<file path="src/design/assert_macros.svh">
// Assertion macros used by bus_address_register_core
`ifndef ASSERT_MACROS_SVH
`define ASSERT_MACROS_SVH

// Implication checked at every rising clock edge, off while reset is low
`define ASSERT_CLK(label, clk, rst_n, prop, msg) \
	label: assert property (@(posedge clk) disable iff (!rst_n) (prop)) else $error(msg);

// Condition that must never be seen at a clock edge, off while reset is low
`define ASSERT_NEVER(label, clk, rst_n, cond, msg) \
	label: assert property (@(posedge clk) disable iff (!rst_n) !(cond)) else $error(msg);

`endif

</file>
<file path="src/design/bar_pkg.sv">
// Types and constants for the bus address register
package bar_pkg;

	localparam int unsigned VALUE_W    = 16;
	localparam int unsigned BYTE_W     = 8;
	localparam int unsigned SEL_W      = 4;
	localparam int unsigned IN_DATA_W  = 32;
	localparam int unsigned OUT_DATA_W = 40;
	localparam int unsigned CFG_IDX_W  = 1;
	localparam int unsigned CFG_DATA_W = 4;

	localparam logic [VALUE_W-1:0] HI_MASK = 16'hFF00;
	localparam logic [VALUE_W-1:0] LO_MASK = 16'h00FF;
	localparam logic [VALUE_W-1:0] VAL_ZERO = 16'h0000;

	typedef enum logic {
		KIND_READ  = 1'b0,
		KIND_WRITE = 1'b1
	} kind_t;

	typedef enum logic [CFG_IDX_W-1:0] {
		CFG_REGISTER_ID = 1'b0,
		CFG_BYTE_MODE   = 1'b1
	} cfg_idx_t;

	typedef struct packed {
		logic [SEL_W-1:0] register_id;
		logic             byte_mode;
	} cfg_t;

	// last field in the lowest bits
	typedef struct packed {
		logic [4:0]        pad;
		logic [BYTE_W-1:0] addr_in;
		logic [BYTE_W-1:0] data_in;
		logic              op_flags;
		logic              op_index;
		logic              op_msb;
		logic              op_dec;
		logic              op_inc;
		logic              addr_strobe_n;
		logic              byte_strobe_n;
		logic [SEL_W-1:0]  select_address;
	} in_t;

	typedef struct packed {
		logic [2:0]         pad;
		logic [VALUE_W-1:0] current_value;
		logic               carry_flag;
		logic               zero_flag;
		logic               flags_update;
		logic [BYTE_W-1:0]  addr_out;
		logic               drive_addr;
		logic [BYTE_W-1:0]  data_out;
		logic               drive_data;
	} out_t;

endpackage

</file>
<file path="src/design/bar_alu.sv">
// Single-pass datapath: decodes one bus phase and computes result and next value
module bar_alu import bar_pkg::*; (
	input  in_t                item,
	input  kind_t              kind,
	input  cfg_t               cfg,
	input  logic [VALUE_W-1:0] value,
	output out_t               res,
	output logic [VALUE_W-1:0] value_next
);

	logic               hit;
	logic               bytewise;
	logic               full_rd;
	logic [VALUE_W-1:0] dec_v;
	logic [VALUE_W-1:0] mid_v;
	logic [VALUE_W-1:0] inc_v;
	logic [VALUE_W-1:0] idx_v;
	logic [VALUE_W-1:0] din_sx;

	assign hit      = (item.select_address == cfg.register_id);
	assign bytewise = cfg.byte_mode && !item.byte_strobe_n;
	assign full_rd  = hit && !bytewise && !item.addr_strobe_n;

	assign dec_v  = value - 16'd1;
	assign mid_v  = item.op_dec ? dec_v : value;
	assign inc_v  = mid_v + 16'd1;
	assign din_sx = {{BYTE_W{item.data_in[BYTE_W-1]}}, item.data_in};
	assign idx_v  = value + din_sx;

	always_comb begin
		res = '0;
		value_next = value;
		unique case (kind)
			KIND_READ: begin
				if (hit && bytewise) begin
					res.drive_data = 1'b1;
					res.data_out   = item.op_msb ? value[VALUE_W-1:BYTE_W] : value[BYTE_W-1:0];
				end else if (full_rd) begin
					res.drive_data = 1'b1;
					res.data_out   = mid_v[BYTE_W-1:0];
					res.drive_addr = 1'b1;
					res.addr_out   = mid_v[VALUE_W-1:BYTE_W];
					value_next     = item.op_inc ? inc_v : mid_v;
					// the increment's flags override the decrement's
					if (item.op_flags && item.op_inc) begin
						res.flags_update = 1'b1;
						res.zero_flag    = (inc_v == VAL_ZERO);
						res.carry_flag   = (inc_v == VAL_ZERO);
					end else if (item.op_flags && item.op_dec) begin
						res.flags_update = 1'b1;
						res.zero_flag    = (dec_v == VAL_ZERO);
					end
				end
			end
			KIND_WRITE: begin
				if (hit && bytewise) begin
					if (item.op_index) begin
						value_next = idx_v;
					end else if (item.op_msb) begin
						value_next = (value & LO_MASK) | {item.data_in, {BYTE_W{1'b0}}};
					end else begin
						value_next = (value & HI_MASK) | {{BYTE_W{1'b0}}, item.data_in};
					end
				end else if (hit && !item.addr_strobe_n) begin
					value_next = {item.addr_in, item.data_in};
				end
			end
			default: ;
		endcase
		res.current_value = value_next;
	end

endmodule

</file>
<file path="src/design/bus_address_register_core.sv">
// Top level of the bus address register: input stage, datapath, result register
// Path from input beat to result beat: input register, then result register.
// Throughput: one bus phase per cycle while the output is not stalled; the register value
// is updated as a phase moves from the input register to the result register.
// Reset: arst_n clears the value, both config registers and all valid flags.
// No clearing pass; the block accepts beats right after reset.
module bus_address_register_core import bar_pkg::*; (
	input  logic                  clk,
	input  logic                  arst_n,
	input  logic                  cfg_we,
	input  logic [CFG_IDX_W-1:0]  cfg_index,
	input  logic [CFG_DATA_W-1:0] cfg_data,
	input  logic                  s_axis_tvalid,
	output logic                  s_axis_tready,
	// select_address[3:0], byte_strobe_n[4], addr_strobe_n[5], op_inc[6], op_dec[7],
	// op_msb[8], op_index[9], op_flags[10], data_in[18:11], addr_in[26:19], zero[31:27]
	input  logic [IN_DATA_W-1:0]  s_axis_tdata,
	// kind[0]
	input  logic                  s_axis_tuser,
	output logic                  m_axis_tvalid,
	input  logic                  m_axis_tready,
	// drive_data[0], data_out[8:1], drive_addr[9], addr_out[17:10], flags_update[18],
	// zero_flag[19], carry_flag[20], current_value[36:21], zero[39:37]
	output logic [OUT_DATA_W-1:0] m_axis_tdata
);

	`include "assert_macros.svh"

	cfg_t               cfg_q;
	in_t                item_s1;
	kind_t              kind_s1;
	logic               valid_s1;
	logic               adv;
	out_t               res;
	out_t               res_q;
	logic               res_valid_q;
	logic [VALUE_W-1:0] value_q;
	logic [VALUE_W-1:0] value_next;

	always_ff @(posedge clk or negedge arst_n) begin
		if (!arst_n) begin
			cfg_q <= '0;
		end else if (cfg_we) begin
			unique case (cfg_idx_t'(cfg_index))
				CFG_REGISTER_ID: cfg_q.register_id <= cfg_data[SEL_W-1:0];
				CFG_BYTE_MODE:   cfg_q.byte_mode   <= cfg_data[0];
				default: ;
			endcase
		end
	end

	// stage 1 moves on when the result register is free or being drained
	assign adv           = valid_s1 && (!res_valid_q || m_axis_tready);
	assign s_axis_tready = !valid_s1 || adv;

	always_ff @(posedge clk or negedge arst_n) begin
		if (!arst_n) begin
			valid_s1 <= 1'b0;
		end else if (s_axis_tready) begin
			valid_s1 <= s_axis_tvalid;
		end
	end

	always_ff @(posedge clk) begin
		if (s_axis_tready && s_axis_tvalid) begin
			item_s1 <= in_t'(s_axis_tdata);
			kind_s1 <= kind_t'(s_axis_tuser);
		end
	end

	bar_alu u_alu (
		.item       (item_s1),
		.kind       (kind_s1),
		.cfg        (cfg_q),
		.value      (value_q),
		.res        (res),
		.value_next (value_next)
	);

	always_ff @(posedge clk or negedge arst_n) begin
		if (!arst_n) begin
			value_q     <= '0;
			res_valid_q <= 1'b0;
		end else begin
			if (adv) begin
				value_q <= value_next;
			end
			if (adv) begin
				res_valid_q <= 1'b1;
			end else if (m_axis_tready) begin
				res_valid_q <= 1'b0;
			end
		end
	end

	always_ff @(posedge clk) begin
		if (adv) begin
			res_q <= res;
		end
	end

	assign m_axis_tvalid = res_valid_q;
	assign m_axis_tdata  = res_q;

	`ASSERT_CLK(a_value_hold, clk, arst_n, !adv |=> $stable(value_q), "value changed without a beat")
	`ASSERT_CLK(a_value_match, clk, arst_n, adv |=> (res_q.current_value == value_q), "result value differs from register")
	`ASSERT_NEVER(a_flags_no_addr, clk, arst_n, res_valid_q && res_q.flags_update && !res_q.drive_addr, "flags reported without a full address read")
	`ASSERT_NEVER(a_carry_no_zero, clk, arst_n, res_valid_q && res_q.carry_flag && !res_q.zero_flag, "carry reported without zero")

endmodule
</file>
<file path="config.mk">
export PLATFORM = sky130hd
export DESIGN_NAME = bus_address_register_core
export DESIGN_NICKNAME = d
export VERILOG_FILES = /design/src/design/bar_pkg.sv /design/src/design/bar_alu.sv /design/src/design/bus_address_register_core.sv
export VERILOG_INCLUDE_DIRS = /design/src /design/src/design
export SDC_FILE = /design/constraint.sdc
export NUM_CORES = 1
export LEC_CHECK = 0
export BUFFER_PORTS_ARGS = -buffer_cell sky130_fd_sc_hd__buf_2
export CORE_ASPECT_RATIO = 0.6
export CORE_UTILIZATION = 59
export CTS_CLUSTER_SIZE = 25
export DETAILED_ROUTE_END_ITERATION = 10
export GPL_ROUTABILITY_DRIVEN = 0
export HOLD_SLACK_MARGIN = 0.03
export PLACE_DENSITY = 0.81
export SLEW_MARGIN = 30
export SYNTH_ARGS = -nofsm -noshare
export SYNTH_HDL_FRONTEND = slang
export SYNTH_SLANG_ARGS = --single-unit
</file>
<file path="constraint.sdc">
create_clock -name clk -period 3.75 [get_ports clk]
set_input_delay 0.75 -clock clk [delete_from_list [all_inputs] [get_ports clk]]
set_output_delay 0.75 -clock clk [all_outputs]
set_load 0.01 [all_outputs]
</file>
==> out/metrics.cfg <==
[critical_path]
cp-endpoint=m_axis_tdata[36]
crit-reg2reg-launch=value_q[1]
cp-end-kind=flop
crit_cells=12
cpPeakStageDelay_ns=0.48
rrSetupSlack_ns=0.14
cp_cell_sequence=inv_1 > ha_1 > buf_4 > xnor2_1 > or4_4 > a2111oi_4 > buf_4 > nand3_1 > nor4_1 > xnor2_1 > mux2i_1 > o21ai_0
worst_setup_path_start_kind=flop
worst_r2r_endpoint=m_axis_tdata[36]
worstSetupStartpoint=value_q[1]
worstSetupPathType=flop to flop
critPathSlowestCell=or4_4
crit_family=simple AND/OR/NAND/NOR gates
worst_r2r_path_depth=12
timing.critical_path.buf_inv=3
worstPathRequired_ns=3.82
critPathArrivalTime_ns=3.68
crit_fanout=8

[detailed_routing]
viasPerCell=6.84
wire_per_inst_um=20.5
wirelength_um=18300
ant_nets=0
first_pass_iters=7
drc_errors=0
vias=6097
drtIter0Drc=1055

[die]
start_util=0.625
die_y_um=82.2
boundaryPins=85
die_area_mm2=0.0112
core_area_mm2=0.0101
fp-row-count=28
die_x_um=136

[timing]
period_share=0.964
drv_slew=0
fin_tns_setup_ns=0
max_freq_ghz=0.277
finalSetupViolCount=0
post-route-min-period_ns=3.61
tightestPinTransition_ns=0.904
hold_viol=0
maxSlewHeadroom=0.396
grt_setup_unrepaired=no
finalClockSkew_ns=0.00758

[cells_and_area]
nets=814
area_growth_pct=15.0
multi_input_area_mm2=0.00356
drive_above_1_share=0.209
nFillCells=738
ff_latch_area_mm2=0.00253
layout_common_cells=76 x buf_2, 75 x nand2_1, 65 x edfxtp_1
layout_commonest_cell=buf_2
antenna_cells=0

[logic_synthesis]
yosysUniqueCellTypes=79
yosys.area_share.simple=0.197
synthMuxAreaShare=0.0583
synth-adder-area-share=0.0387
synth_edf_count=65
synth_cells=679
synth_top_family_by_area=simple AND/OR/NAND/NOR gates
synth_flop_cell=edfxtp_1
yosysSeqAreaShare=0.399
ys_ff_latch=88
synth_async_sr_flop_share=0.261
synth_xor_area_frac=0.0747
postSynthAreaPerCell_um2=9.32
synth-compound-area-share=0.189
syn_area_mm2=0.00633
synth_warnings=0

[clock_network]
root_buffer=clkbuf_16
h-tree-depth=3
cts-buffers-inserted=9
clk_transition_reported_paths_ns=0.06
cts_num_sinks=88
insertion_delay_ns=0.35
hold_buffers=0
cts_buffer_depth=2
cts_tree=built

[placed_design]
port_buffers=76
place_hpwl_um=13000

[outcome]
outcome=completed

[min_path]
hold_class=primary input to async pin

[grt]
grt_pass1_wl_um=28900
grtUsageTotal=0.344
antenna_found_initial=0
gr-total-overflow=0
grt_pass1_vias=5619
grt_max_degree=45

[power_and_ir_drop]
cellPowerDensity_mw_per_mm2=640
p_leak_nw=2.83
ir_drop_uv=338
pwr-share-comb=0.469
internal-power_w=0.00273
p_sw_frac=0.414
power_w=0.00466
pwr-share-clk=0.219
pwr-share-seq=0.312
power_switching_w=0.00193

[job]
maxCapViolCount=0

[cell usage after synthesis (3+ instances only)]
library cell | count | area [um^2]
or4_1 | 3 | 22.5
or3_1 | 12 | 75.1
ha_1 | 18 | 225
nand4b_1 | 4 | 35.0
mux2_2 | 15 | 169
a21oi_1 | 39 | 195
xor2_1 | 24 | 210
a31oi_1 | 5 | 31.3
buf_4 | 3 | 22.5
mux2i_1 | 20 | 200
a211oi_1 | 11 | 82.6
a21boi_0 | 4 | 30.0
o211ai_1 | 11 | 82.6
nand4_1 | 14 | 87.6
nand3b_1 | 6 | 45.0
a2111oi_0 | 3 | 26.3
nor3b_1 | 4 | 30.0
buf_2 | 5 | 25.0
buf_1 | 6 | 22.5
and4_1 | 3 | 26.3
nand3_1 | 26 | 130
o22ai_1 | 3 | 18.8
o221ai_1 | 3 | 26.3
nor4_1 | 6 | 37.5
nor4b_1 | 3 | 26.3
edfxtp_1 | 65 | 1950
a21o_1 | 6 | 45.0
o31ai_1 | 3 | 22.5
nor2_1 | 52 | 195
o21ai_0 | 43 | 215
and2_1 | 4 | 25.0
inv_1 | 14 | 52.6
nand2b_1 | 8 | 50.1
clkbuf_1 | 35 | 131
dfrtp_1 | 23 | 576
xnor2_1 | 30 | 263
nor2b_1 | 6 | 37.5
o211a_1 | 3 | 30.0
nor3_1 | 8 | 40.0
nand2_1 | 75 | 282
a311oi_1 | 4 | 35.0
[kinds of logic after synthesis]
group,Yosys count
AO/OA/AOI/OAI,172
multiplexers,35
AND/OR/NAND/NOR,245
buffers and inverters,65
adder cells (fa/ha/maj),19
XOR/XNOR,54
other,1
flip-flops,88
[final cells by class]
| type | instances | share of cell area |
|---|---|---|
| clock buffer | 11 | 0.0320 |
| clock inverter | 5 | 0.0134 |
| tap | 135 | 0.0232 |
| multi-input combinational | 528 | 0.489 |
| sequential | 88 | 0.347 |
| inverter | 15 | 0.00773 |
| timing repair buffer | 110 | 0.0873 |
[repair_timing]
item | CTS | global route
endpoints found under the setup margin | 0 | 3
gates resized for setup | 0 | 3
buffers inserted | 0 | 0
hold endpoints to repair | 0 | 0
[sequential cells by signal (all words and copies together) (netlist names)]
signal,count
item_s1,27
m_axis_tvalid,1
kind_s1,1
cfg_q,5
m_axis_tdata,37
valid_s1,1
value_q,16
[per-layer routing]
metal / global-route usage / vias up / share of wire
met3: 0.0977 / 87 / 0.14
met1: 0.464 / 2841 / 0.40
met4: 0.136 / 0 / 0.033
met5: 0 / - / 0
li1: - / 2663 / -
met2: 0.523 / 506 / 0.42
[power groups by stage]
stage / Clock [W] / Sequential, W / Combinational (W)
after floorplan: 0 / 0.00137 / 0.00157
after global placement: 0 / 0.00145 / 0.00198
after detailed placement: 0 / 0.00146 / 0.00208
after CTS: 0.00102 / 0.00144 / 0.00211
after global routing: 0.00106 / 0.00147 / 0.00236
final: 0.00102 / 0.00146 / 0.00219
[worst min path at each step]
stage	start	slack [ns]	cells after the start	end
floorplan	arst_n	0.45	0	cfg_q[0]
global placement	valid_s1	0.47	1	m_axis_tvalid
detailed placement	cfg_q[0]	0.50	1	cfg_q[0]
CTS	arst_n	0.42	1	value_q[0]
global route	arst_n	0.45	1	cfg_q[3]
finish	arst_n	0.41	1	cfg_q[3]
[worst reg2reg max path, stage by stage, from the launching register on]
cell	delay, ns
dfrtp_1	0.38
inv_1	0.17
ha_1	0.33
buf_4	0.22
xnor2_1	0.08
or4_4	0.48
a2111oi_4	0.31
buf_4	0.23
nand3_1	0.26
nor4_1	0.41
xnor2_1	0.12
mux2i_1	0.23
o21ai_0	0.11
[metrics by stage]
stage          worst slack, ns  hold WS (ns)  utilization  area [um^2]  instances
6_report                 0.137         0.415        0.719         7280        892
5_1_grt                 0.0118         0.451        0.719         7280        892
4_1_cts                  0.239         0.421        0.717         7260        892
3_5_place_dp             0.308         0.498        0.685         6930        876
3_3_place_gp             0.421         0.465        0.685         6930        876
2_1_floorplan            0.483         0.454            -         6340        681
No activity file was read; power rests on OpenSTA's default activity.
